`config.mk`:
```
export PLATFORM = sky130hd
export DESIGN_NAME = line_position_pd_steering_core
export DESIGN_NICKNAME = d
export VERILOG_FILES = /design/src/hdl/lpps_pkg.sv /design/src/hdl/lpps_bitcmp.sv /design/src/hdl/lpps_pdmac.sv /design/src/hdl/line_position_pd_steering_core.sv
export SDC_FILE = /design/constraint.sdc
export NUM_CORES = 1
export LEC_CHECK = 0
export BUFFER_PORTS_ARGS = -buffer_cell sky130_fd_sc_hd__buf_2
export CAP_MARGIN = 5
export CORE_ASPECT_RATIO = 1.5
export CORE_MARGIN = 3
export CORE_UTILIZATION = 54
export DETAILED_ROUTE_END_ITERATION = 7
export MAX_ROUTING_LAYER = met4
export PLACE_DENSITY = 0.83
export SYNTH_ARGS = -nofsm -noshare
export SYNTH_HDL_FRONTEND = slang
export SYNTH_SLANG_ARGS = --single-unit
```
`constraint.sdc`:
```
create_clock -name clk -period 5.6 [get_ports clk]
set_input_delay 0.28 -clock clk [delete_from_list [all_inputs] [get_ports clk]]
set_output_delay 0.28 -clock clk [all_outputs]
set_load 0.05 [all_outputs]
```
`src/hdl/lpps_pkg.sv`:
```
`timescale 1ns / 1ps
`default_nettype none

package lpps_pkg;

  // Width of one reflectance sample.
  localparam int SAMPLE_BITS = 12;

  // Widths of the configuration registers and of the arithmetic.
  localparam int THR_W   = 12;
  localparam int GAIN_W  = 7;
  localparam int SCALE_W = 4;
  localparam int DUTY_W  = 8;
  localparam int RAW_W   = 4;
  localparam int SERR_W  = 8;
  localparam int DIFF_W  = 9;
  localparam int PD_W    = 17;
  localparam int CORR_W  = 16;
  localparam int CFG_W   = 12;
  localparam int CFG_IDX_W = 3;

  // Configuration register indexes.
  localparam logic [CFG_IDX_W-1:0] REG_LINE_THRESHOLD = 3'd0;
  localparam logic [CFG_IDX_W-1:0] REG_GAIN_PROP      = 3'd1;
  localparam logic [CFG_IDX_W-1:0] REG_GAIN_DERIV     = 3'd2;
  localparam logic [CFG_IDX_W-1:0] REG_ERROR_SCALE    = 3'd3;
  localparam logic [CFG_IDX_W-1:0] REG_MAX_LEFT       = 3'd4;
  localparam logic [CFG_IDX_W-1:0] REG_MAX_RIGHT      = 3'd5;
  localparam logic [CFG_IDX_W-1:0] REG_RUN_ENABLE     = 3'd6;

  // Register values after reset.
  localparam logic [THR_W-1:0]   RST_LINE_THRESHOLD = 12'd1500;
  localparam logic [GAIN_W-1:0]  RST_GAIN_PROP      = 7'd10;
  localparam logic [GAIN_W-1:0]  RST_GAIN_DERIV     = 7'd10;
  localparam logic [SCALE_W-1:0] RST_ERROR_SCALE    = 4'd1;
  localparam logic [DUTY_W-1:0]  RST_MAX_LEFT       = 8'd50;
  localparam logic [DUTY_W-1:0]  RST_MAX_RIGHT      = 8'd50;

  typedef struct packed {
    logic [SAMPLE_BITS-1:0] sample_a;
    logic [SAMPLE_BITS-1:0] sample_b;
    logic [SAMPLE_BITS-1:0] sample_c;
    logic [SAMPLE_BITS-1:0] sample_d;
    logic [SAMPLE_BITS-1:0] sample_e;
    logic [SAMPLE_BITS-1:0] sample_f;
  } frame_t;

  typedef struct packed {
    logic [DUTY_W-1:0]        left_duty;
    logic [DUTY_W-1:0]        right_duty;
    logic                     drive_on;
    logic signed [SERR_W-1:0] scaled_error;
    logic signed [CORR_W-1:0] correction;
  } drive_t;

  typedef struct packed {
    logic                    hit;
    logic signed [RAW_W-1:0] err;
  } pos_t;

  // Sensor pattern (bit 5 is the leftmost sensor) to raw position error.
  function automatic pos_t pattern_pos(input logic [5:0] pat);
    pos_t r;
    r.hit = 1'b1;
    case (pat)
      6'b000001: r.err = -4'sd7;
      6'b000011: r.err = -4'sd6;
      6'b000010: r.err = -4'sd4;
      6'b000110: r.err = -4'sd3;
      6'b000100: r.err = -4'sd1;
      6'b001100: r.err = 4'sd0;
      6'b001000: r.err = 4'sd1;
      6'b011000: r.err = 4'sd3;
      6'b010000: r.err = 4'sd4;
      6'b111000: r.err = 4'sd6;
      6'b100000: r.err = 4'sd7;
      default: begin
        r.hit = 1'b0;
        r.err = 4'sd0;
      end
    endcase
    return r;
  endfunction

endpackage

`default_nettype wire

```
`src/hdl/lpps_bitcmp.sv`:
```
`timescale 1ns / 1ps
`default_nettype none

// Six-lane bit-serial comparator. Each lane checks sample <= threshold,
// one bit per cycle, least significant bit first.
module lpps_bitcmp (
  input  wire logic                            clk,
  input  wire logic                            rst,
  input  wire logic                            start,
  input  wire lpps_pkg::frame_t                frame,
  input  wire logic [lpps_pkg::SAMPLE_BITS-1:0] thr,
  output logic                                 done,
  output logic [5:0]                           pattern
);
  import lpps_pkg::*;

  localparam int CNT_W = $clog2(SAMPLE_BITS);

  logic [SAMPLE_BITS-1:0] lane [6];
  logic [SAMPLE_BITS-1:0] thr_sh;
  logic [5:0]             le;
  logic [CNT_W-1:0]       cnt;
  logic                   busy;

  always_ff @(posedge clk) begin
    if (rst) begin
      busy <= 1'b0;
      done <= 1'b0;
      cnt  <= '0;
    end else begin
      done <= 1'b0;
      if (start) begin
        busy <= 1'b1;
        cnt  <= CNT_W'(SAMPLE_BITS - 1);
      end else if (busy) begin
        cnt <= cnt - 1'b1;
        if (cnt == '0) begin
          busy <= 1'b0;
          done <= 1'b1;
        end
      end
    end
  end

  // Lane 5 carries the leftmost sensor so that le lines up with the pattern.
  always_ff @(posedge clk) begin
    if (start) begin
      lane[5] <= frame.sample_a;
      lane[4] <= frame.sample_b;
      lane[3] <= frame.sample_c;
      lane[2] <= frame.sample_d;
      lane[1] <= frame.sample_e;
      lane[0] <= frame.sample_f;
      thr_sh  <= thr;
      le      <= 6'b111111;
    end else if (busy) begin
      for (int i = 0; i < 6; i++) begin
        le[i]   <= (~lane[i][0] & thr_sh[0]) | (~(lane[i][0] ^ thr_sh[0]) & le[i]);
        lane[i] <= lane[i] >> 1;
      end
      thr_sh <= thr_sh >> 1;
    end
  end

  assign pattern = le;

endmodule

`default_nettype wire

```
`src/hdl/lpps_pdmac.sv`:
```
`timescale 1ns / 1ps
`default_nettype none

// Serial PD multiply-accumulate: kp*scaled + kd*diff, one gain bit per cycle.
module lpps_pdmac (
  input  wire logic                                clk,
  input  wire logic                                rst,
  input  wire logic                                start,
  input  wire logic signed [lpps_pkg::SERR_W-1:0]  scaled,
  input  wire logic signed [lpps_pkg::DIFF_W-1:0]  diff,
  input  wire logic [lpps_pkg::GAIN_W-1:0]         kp,
  input  wire logic [lpps_pkg::GAIN_W-1:0]         kd,
  output logic                                     done,
  output logic signed [lpps_pkg::PD_W-1:0]         pd
);
  import lpps_pkg::*;

  localparam int CNT_W = $clog2(GAIN_W);

  logic signed [PD_W-1:0] mp;
  logic signed [PD_W-1:0] md;
  logic [GAIN_W-1:0]      gp;
  logic [GAIN_W-1:0]      gd;
  logic signed [PD_W-1:0] acc;
  logic [CNT_W-1:0]       cnt;
  logic                   busy;

  always_ff @(posedge clk) begin
    if (rst) begin
      busy <= 1'b0;
      done <= 1'b0;
      cnt  <= '0;
    end else begin
      done <= 1'b0;
      if (start) begin
        busy <= 1'b1;
        cnt  <= CNT_W'(GAIN_W - 1);
      end else if (busy) begin
        cnt <= cnt - 1'b1;
        if (cnt == '0) begin
          busy <= 1'b0;
          done <= 1'b1;
        end
      end
    end
  end

  always_ff @(posedge clk) begin
    if (start) begin
      mp  <= PD_W'(scaled);
      md  <= PD_W'(diff);
      gp  <= kp;
      gd  <= kd;
      acc <= '0;
    end else if (busy) begin
      acc <= acc + (gp[0] ? mp : '0) + (gd[0] ? md : '0);
      mp  <= mp <<< 1;
      md  <= md <<< 1;
      gp  <= gp >> 1;
      gd  <= gd >> 1;
    end
  end

  assign pd = acc;

endmodule

`default_nettype wire

```
`src/hdl/line_position_pd_steering_core.sv`:
```
`timescale 1ns / 1ps
`default_nettype none

// Line-position PD steering for a differential-drive robot.
//
// The frame channel (frame_valid / frame_ready / frame) takes one item of
// six reflectance samples, leftmost sensor first. The drive channel
// (drive_valid / drive_ready / drive) returns one item per frame with the
// two wheel duties, the drive enable, the scaled position error and the
// PD correction. Registers are written through cfg_we / cfg_index /
// cfg_data, one register per cycle; the user must write them only while
// no item is in flight, as the core itself does not enforce this.
//
// An accepted frame passes the six-lane bit-serial threshold compare, which
// steps through the sample bits, the map step, the PD multiply-accumulate,
// which steps through the gain bits, and the final step, which loads the
// output register; with the loop disabled it goes straight to the final
// step. The core takes one item at a time; frame_ready rises again once the
// result sits in the output register, so a new frame can be taken while the
// drive item still waits. If the receiver stalls with a result already
// waiting, the next result holds in its final step until the register frees up.
// Reset (synchronous, active high) restores the register defaults, stops
// the loop and clears the held raw error and the prior scaled error.
module line_position_pd_steering_core (
  input  wire logic                            clk,
  input  wire logic                            rst,
  input  wire logic                            frame_valid,
  output logic                                 frame_ready,
  input  wire lpps_pkg::frame_t                frame,
  output logic                                 drive_valid,
  input  wire logic                            drive_ready,
  output lpps_pkg::drive_t                     drive,
  input  wire logic                            cfg_we,
  input  wire logic [lpps_pkg::CFG_IDX_W-1:0]  cfg_index,
  input  wire logic [lpps_pkg::CFG_W-1:0]      cfg_data
);
  import lpps_pkg::*;

  typedef enum logic [4:0] {
    S_IDLE = 5'b00001,
    S_CMP  = 5'b00010,
    S_MAP  = 5'b00100,
    S_MUL  = 5'b01000,
    S_FIN  = 5'b10000
  } state_t;

  // Configuration registers.
  logic [THR_W-1:0]   line_threshold;
  logic [GAIN_W-1:0]  gain_prop;
  logic [GAIN_W-1:0]  gain_deriv;
  logic [SCALE_W-1:0] error_scale;
  logic [DUTY_W-1:0]  max_left;
  logic [DUTY_W-1:0]  max_right;
  logic               run_enable;

  always_ff @(posedge clk) begin
    if (rst) begin
      line_threshold <= RST_LINE_THRESHOLD;
      gain_prop      <= RST_GAIN_PROP;
      gain_deriv     <= RST_GAIN_DERIV;
      error_scale    <= RST_ERROR_SCALE;
      max_left       <= RST_MAX_LEFT;
      max_right      <= RST_MAX_RIGHT;
      run_enable     <= 1'b0;
    end else if (cfg_we) begin
      case (cfg_index)
        REG_LINE_THRESHOLD: line_threshold <= cfg_data[THR_W-1:0];
        REG_GAIN_PROP:      gain_prop      <= cfg_data[GAIN_W-1:0];
        REG_GAIN_DERIV:     gain_deriv     <= cfg_data[GAIN_W-1:0];
        REG_ERROR_SCALE:    error_scale    <= cfg_data[SCALE_W-1:0];
        REG_MAX_LEFT:       max_left       <= cfg_data[DUTY_W-1:0];
        REG_MAX_RIGHT:      max_right      <= cfg_data[DUTY_W-1:0];
        REG_RUN_ENABLE:     run_enable     <= cfg_data[0];
        default: ;
      endcase
    end
  end

  // The threshold is compared at sample width: truncated when samples are
  // narrower than the register, zero-extended when they are wider.
  logic [SAMPLE_BITS+THR_W-1:0] thr_wide;
  assign thr_wide = {{SAMPLE_BITS{1'b0}}, line_threshold};

  state_t state;
  state_t state_next;

  logic                    accept;
  logic                    cmp_done;
  logic [5:0]              pattern;
  logic                    mac_start;
  logic                    mac_done;
  logic signed [PD_W-1:0]  pd;
  logic                    fin_load;
  logic                    idle_res;

  assign frame_ready = (state == S_IDLE);
  assign accept      = frame_valid && frame_ready;
  assign mac_start   = (state == S_MAP);
  assign fin_load    = (state == S_FIN) && (!drive_valid || drive_ready);

  lpps_bitcmp u_cmp (
    .clk     (clk),
    .rst     (rst),
    .start   (accept && run_enable),
    .frame   (frame),
    .thr     (thr_wide[SAMPLE_BITS-1:0]),
    .done    (cmp_done),
    .pattern (pattern)
  );

  // Position lookup and scaling. These run in the single map step, after
  // the pattern has settled.
  pos_t                      pos;
  logic signed [RAW_W-1:0]   raw_now;
  logic signed [SERR_W-1:0]  raw_ext;
  logic signed [SERR_W-1:0]  scale_ext;
  logic signed [SERR_W-1:0]  scaled_now;
  logic signed [DIFF_W-1:0]  diff_now;
  logic signed [RAW_W-1:0]   held_raw_error;
  logic signed [SERR_W-1:0]  prior_scaled_error;
  logic signed [SERR_W-1:0]  scaled;

  assign pos        = pattern_pos(pattern);
  assign raw_now    = pos.hit ? pos.err : held_raw_error;
  assign raw_ext    = SERR_W'(raw_now);
  assign scale_ext  = SERR_W'(error_scale);
  assign scaled_now = SERR_W'(raw_ext * scale_ext);
  assign diff_now   = DIFF_W'(scaled_now) - DIFF_W'(prior_scaled_error);

  always_ff @(posedge clk) begin
    if (rst) begin
      held_raw_error     <= '0;
      prior_scaled_error <= '0;
    end else if (state == S_MAP) begin
      held_raw_error     <= raw_now;
      prior_scaled_error <= scaled_now;
    end
  end

  always_ff @(posedge clk) begin
    if (state == S_MAP) begin
      scaled <= scaled_now;
    end
  end

  lpps_pdmac u_mac (
    .clk    (clk),
    .rst    (rst),
    .start  (mac_start),
    .scaled (scaled_now),
    .diff   (diff_now),
    .kp     (gain_prop),
    .kd     (gain_deriv),
    .done   (mac_done),
    .pd     (pd)
  );

  // Sequencer.
  always_comb begin
    state_next = state;
    case (state)
      S_IDLE: begin
        if (accept) begin
          state_next = run_enable ? S_CMP : S_FIN;
        end
      end
      S_CMP: begin
        if (cmp_done) begin
          state_next = S_MAP;
        end
      end
      S_MAP: begin
        state_next = S_MUL;
      end
      S_MUL: begin
        if (mac_done) begin
          state_next = S_FIN;
        end
      end
      S_FIN: begin
        if (fin_load) begin
          state_next = S_IDLE;
        end
      end
      default: state_next = S_IDLE;
    endcase
  end

  always_ff @(posedge clk) begin
    if (rst) begin
      state    <= S_IDLE;
      idle_res <= 1'b0;
    end else begin
      state <= state_next;
      if (accept) begin
        idle_res <= !run_enable;
      end
    end
  end

  // Wheel duties and saturated correction. A positive correction slows the
  // right wheel, a negative one slows the left wheel; each floors at zero.
  logic                   pd_neg;
  logic signed [PD_W-1:0] pd_mag;
  logic [DUTY_W-1:0]      left_now;
  logic [DUTY_W-1:0]      right_now;
  logic signed [CORR_W-1:0] corr_now;

  assign pd_neg = pd[PD_W-1];
  assign pd_mag = pd_neg ? -pd : pd;

  always_comb begin
    if (pd_neg) begin
      right_now = max_right;
      left_now  = (pd_mag > PD_W'(max_left)) ? '0 : max_left - pd_mag[DUTY_W-1:0];
    end else begin
      left_now  = max_left;
      right_now = (pd_mag > PD_W'(max_right)) ? '0 : max_right - pd_mag[DUTY_W-1:0];
    end
    if (pd[PD_W-1] != pd[PD_W-2]) begin
      corr_now = pd_neg ? {1'b1, {(CORR_W-1){1'b0}}} : {1'b0, {(CORR_W-1){1'b1}}};
    end else begin
      corr_now = pd[CORR_W-1:0];
    end
  end

  // Output register.
  always_ff @(posedge clk) begin
    if (rst) begin
      drive_valid <= 1'b0;
    end else if (fin_load) begin
      drive_valid <= 1'b1;
    end else if (drive_ready) begin
      drive_valid <= 1'b0;
    end
  end

  always_ff @(posedge clk) begin
    if (fin_load) begin
      if (idle_res) begin
        drive <= '0;
      end else begin
        drive.left_duty    <= left_now;
        drive.right_duty   <= right_now;
        drive.drive_on     <= 1'b1;
        drive.scaled_error <= scaled;
        drive.correction   <= corr_now;
      end
    end
  end

endmodule

`default_nettype wire
```
==> implementation parameters <==
Parameter                              Value

Finish
  Share of layout cells above drive strength 1 ... between 20% and 30%
  Layout net count ... ~1700
  Area of combinational cells with multiple inputs ... just under 7000 µm²
  Fin area ... between 15000 and 20000 µm²
  Number of fill cells ... ~2100
  FF+latch area ... 7450 µm²
  Area growth, synth to finish ... 15.2%

STA
  Highest clock rate ... around 180 MHz
  Fin crit share ... 97.3%
  Number of endpoints with negative hold slack in the final report ... 0
  Final setup violation count ... 0
  Transition time at the pin with the least slew margin ... about 1.2 ns
  Min Hold Slack ... 0.0143 ns
  Clk_skew ... 0.0234 ns
  Min Clock Period, post-route ... 5.45 ns
  Post-Route Setup TNS ... 0 ns
  Max_slew headroom ... 17.4%
  Number of pins with negative max-slew slack in the final report ... 0

Routing
  Via count ... roughly 11000
  Total DRC errors in the routed layout ... 0
  Routed wire length ... ~32000 µm
  First-pass DRT Iterations ... 6
  Via count normalized by instance count ... ~5.6
  Number of nets still failing antenna checks after routing ... 0
  Wire length per cell ... approximately 17 µm
  Initial DRC count ... 513

Floorplan
  Top-Level Pins ... ~140
  Initial standard-cell utilization of the core ... between 50% and 60%
  Die area ... 29700 µm²
  Chip Width ... 142 µm
  Core Box Area ... 26900 µm²
  Die Ht ... between 200 and 250 µm
  Site Rows ... 73

CTS
  Worst-skew pair later-pin latency ... 0.57 ns
  CTS tree ... yes
  Clock-pin transition on the worst setup and hold timing paths ... around 0.07 ns
  H-tree depth reported by CTS ... 1
  Cell chosen for the clock root ... sky130_fd_sc_hd__clkbuf_16
  Clock sink count ... ~280
  Max clock buf depth ... 3
  Number of CTS-inserted buffers ... 28

Yosys
  Average footprint of a synthesized cell ... approximately 11 µm²
  Predominant post-synthesis flop cell ... sky130_fd_sc_hd__edfxtp_1
  Synthesized area ... ~15000 µm²
  Synthesized Nets ... around 1600
  Warnings from Yosys ... 0
  Flip-flop and latch count after synthesis ... 281
  Gate count of the mapped netlist ... 1399
  Number of flops mapped to enable cells by yosys ... around 180
  Number of library cell types mapped by synthesis ... 71
  Async S/R FF share, synth ... 0%
  Sequential-to-total area share from yosys stat ... around 50%

Flow run
  Maximum capacitance violations ... 0

Critical path
  Reg2reg start ... u_cmp.pattern[4]
  Startpoint of the most critical setup path ... u_cmp.pattern[4]
  Highest net fanout along the worst path ... 5
  Kind of end point of the critical path ... flop
  Kind of launch point of the worst setup path ... flop
  Startpoint-to-endpoint class of the critical path ... flop to flop
  Required @ worst endpoint ... 6.01 ns
  Arrival time of the worst setup path ... roughly 5.9 ns

Placement
  Estimated wirelength of the detail-placed design ... between 20000 and 25000 µm
  Number of port buffers ... roughly 130
  Gpl congestion ... ~0.90
  Placed Area ... around 16000 µm²

Global routing
  Pin count of the biggest net entering global routing ... 85
  Remaining global-route overflow ... 0
  Routing usage on met3 ... between 4 and 5%
  Global router's overall resource usage ... ~22%
  Global-route wire length before repair ... 53300 µm
  Antenna violations before repair ... 1
  Met1 demand-to-capacity share in global routing ... around 24%
  Met2 usage ... 39.6%
  Busiest metal layer after global routing ... met2
  Via count of the first global-routing pass ... between 10000 and 15000

Power and ir drop
  Static power due to leakage ... a little over 0.007 µW
  Worst ir drop on vdd ... 0.332 mV
  Pwr/cell area ... about 310 nW/µm²
  Total Power Consumption ... ~5400 µW

Run status
  Status ... finished clean

Hold path
  Hold Crit Class ... input port to flop
  Beginning of the worst hold path ... frame[53]
[through the flow]
stage	setup WS [ns]	std cells	utilization [%]
finish	0.151	1908	64.0
CTS	0.0129	1906	63.7
floorplan	0.0114	1399	-
global placement	-0.0709	1839	59.6
detailed placement	-0.245	1839	59.6
global route	-0.118	1908	64.0
[sequential cells by signal, indices dropped and copies added (netlist names), 6 cells and up]
| signal | cells |
|---|---|
| gain_prop | 7 |
| u_mac.pd | 17 |
| u_mac.gd | 7 |
| scaled | 8 |
| u_mac.gp | 7 |
| line_threshold | 12 |
| u_cmp.pattern | 6 |
| u_cmp.lane | 72 |
| drive | 41 |
| u_cmp.thr_sh | 12 |
| max_right | 8 |
| u_mac.mp | 17 |
| max_left | 8 |
| u_mac.md | 17 |
| prior_scaled_error | 8 |
| gain_deriv | 7 |
[Yosys cell counts, types with 25 or more instances]
cell type	count	area [µm²]
sky130_fd_sc_hd__ha_1	80	1000
sky130_fd_sc_hd__xnor2_1	29	254
sky130_fd_sc_hd__fa_1	25	500
sky130_fd_sc_hd__mux2i_1	34	340
sky130_fd_sc_hd__mux2_2	68	766
sky130_fd_sc_hd__nor2b_1	36	225
sky130_fd_sc_hd__o21ai_0	36	180
sky130_fd_sc_hd__nand2_1	202	758
sky130_fd_sc_hd__clkbuf_1	40	150
sky130_fd_sc_hd__a21oi_1	70	350
sky130_fd_sc_hd__inv_1	118	443
sky130_fd_sc_hd__nor2_1	88	330
sky130_fd_sc_hd__dfxtp_1	100	2000
sky130_fd_sc_hd__edfxtp_1	181	5440
[repair_timing]
item | 4_1_cts | 5_1_grt
hold buffers | 14 | 0
setup endpoints to repair | 10 | 21
pin swaps | 2 | 11
setup buffers | 1 | 1
cloned | 0 | 0
hold endpoints to repair | 15 | 0
gates resized for setup | 7 | 16
[where the power goes]
group	leakage (µW)	internal [µW]	switching, µW	total (µW)
registers	0.00244	2290	84.1	2380
logic	0.00412	444	668	1110
clock network	0.000477	1120	796	1910
[path summary, 6_finish.rpt]
| check | to | slack [ns] | cells past startpoint |
|---|---|---|---|
| setup / recovery | u_mac.md[7] | 0.15 | 24 |
| hold / removal | u_cmp.lane[0][53] | 0.01 | 2 |
| setup reg to reg | u_mac.md[7] | 0.15 | 24 |
| hold reg to reg | prior_scaled_error[2] | 0.45 | 2 |
[cells in the final DEF (no fill, tap or decap), types with 6 or more instances in the layout]
| cell | Yosys | layout |
|---|---|---|
| sky130_fd_sc_hd__a211o_1 | 14 | 14 |
| sky130_fd_sc_hd__a211oi_1 | 12 | 11 |
| sky130_fd_sc_hd__a21o_1 | 20 | 20 |
| sky130_fd_sc_hd__a21oi_1 | 70 | 67 |
| sky130_fd_sc_hd__a221o_1 | 7 | 7 |
| sky130_fd_sc_hd__and2_1 | 18 | 17 |
| sky130_fd_sc_hd__and3_1 | 7 | 7 |
| sky130_fd_sc_hd__buf_2 | 7 | 134 |
| sky130_fd_sc_hd__buf_4 | 0 | 25 |
| sky130_fd_sc_hd__clkbuf_16 | 0 | 30 |
| sky130_fd_sc_hd__clkbuf_8 | 0 | 6 |
| sky130_fd_sc_hd__dfxtp_1 | 100 | 95 |
| sky130_fd_sc_hd__dlygate4sd3_1 | 0 | 14 |
| sky130_fd_sc_hd__edfxtp_1 | 181 | 181 |
| sky130_fd_sc_hd__fa_1 | 25 | 24 |
| sky130_fd_sc_hd__ha_1 | 80 | 79 |
| sky130_fd_sc_hd__inv_1 | 118 | 115 |
| sky130_fd_sc_hd__mux2_2 | 68 | 67 |
| sky130_fd_sc_hd__mux2i_1 | 34 | 34 |
| sky130_fd_sc_hd__nand2_1 | 202 | 202 |
| sky130_fd_sc_hd__nand2b_1 | 23 | 22 |
| sky130_fd_sc_hd__nand3_1 | 20 | 19 |
| sky130_fd_sc_hd__nand3b_1 | 11 | 11 |
| sky130_fd_sc_hd__nand4_1 | 8 | 8 |
| sky130_fd_sc_hd__nor2_1 | 88 | 85 |
| sky130_fd_sc_hd__nor2b_1 | 36 | 35 |
| sky130_fd_sc_hd__nor3_1 | 23 | 23 |
| sky130_fd_sc_hd__o21a_1 | 14 | 14 |
| sky130_fd_sc_hd__o21ai_0 | 36 | 35 |
| sky130_fd_sc_hd__o22ai_1 | 6 | 6 |
| sky130_fd_sc_hd__o41ai_1 | 7 | 7 |
| sky130_fd_sc_hd__o41ai_2 | 8 | 8 |
| sky130_fd_sc_hd__xnor2_1 | 29 | 28 |
| sky130_fd_sc_hd__xor2_1 | 10 | 9 |
[cell families (layout without fill, tap and decap cells)]
family	Yosys count	count (layout)	synth area share, %
xor gates and xnor gates	39	39	2.29
DFF	281	281	49.9
buffers and inverters	174	345	4.49
AOI/OAI and AO/OA	228	228	10.7
muxes	102	102	7.42
adders and majority gates	105	105	10.1
and+or+nand+nor	470	470	15.2
other	0	1	0
[worst max-delay path, cell delays in order, from the launching register on]
cell and delay [ns]:
sky130_fd_sc_hd__dfxtp_2 0.34, sky130_fd_sc_hd__buf_4 0.16, sky130_fd_sc_hd__nor4b_2 0.29, sky130_fd_sc_hd__a31oi_1 0.09, sky130_fd_sc_hd__nor2_2 0.23, sky130_fd_sc_hd__a21oi_2 0.06
sky130_fd_sc_hd__a221o_1 0.34, sky130_fd_sc_hd__buf_4 0.15, sky130_fd_sc_hd__and2_1 0.15, sky130_fd_sc_hd__ha_1 0.20, sky130_fd_sc_hd__inv_2 0.06, sky130_fd_sc_hd__fa_1 0.42
sky130_fd_sc_hd__fa_1 0.49, sky130_fd_sc_hd__inv_1 0.04, sky130_fd_sc_hd__ha_2 0.19, sky130_fd_sc_hd__fa_2 0.35, sky130_fd_sc_hd__a21o_1 0.17, sky130_fd_sc_hd__a21oi_2 0.19
sky130_fd_sc_hd__xnor2_2 0.12, sky130_fd_sc_hd__xor2_1 0.17, sky130_fd_sc_hd__ha_1 0.33, sky130_fd_sc_hd__inv_2 0.05, sky130_fd_sc_hd__or3_1 0.33, sky130_fd_sc_hd__or3_1 0.31
sky130_fd_sc_hd__nand3_1 0.08
[area by class of cell]
| type | count | area share [%] |
|---|---|---|
| Tap cell | 337 | 2.45 |
| Timing Repair Buffer | 173 | 5.81 |
| Sequential cell | 281 | 43.3 |
| Clock buffer | 43 | 5.05 |
| Multi-Input combinational cell | 944 | 40.2 |
| Antenna cell | 1 | 0.0146 |
| Clock inverter | 9 | 0.517 |
| Inverter | 120 | 2.62 |
[routing by layer]
layer,routed length (µm),vias to the layer above
li1,-,5205
met1,12200,5140
met2,16800,317
met3,1830,95
met4,1370,0
met5,0,-
Note: power is estimated with default switching activity, not from simulation.
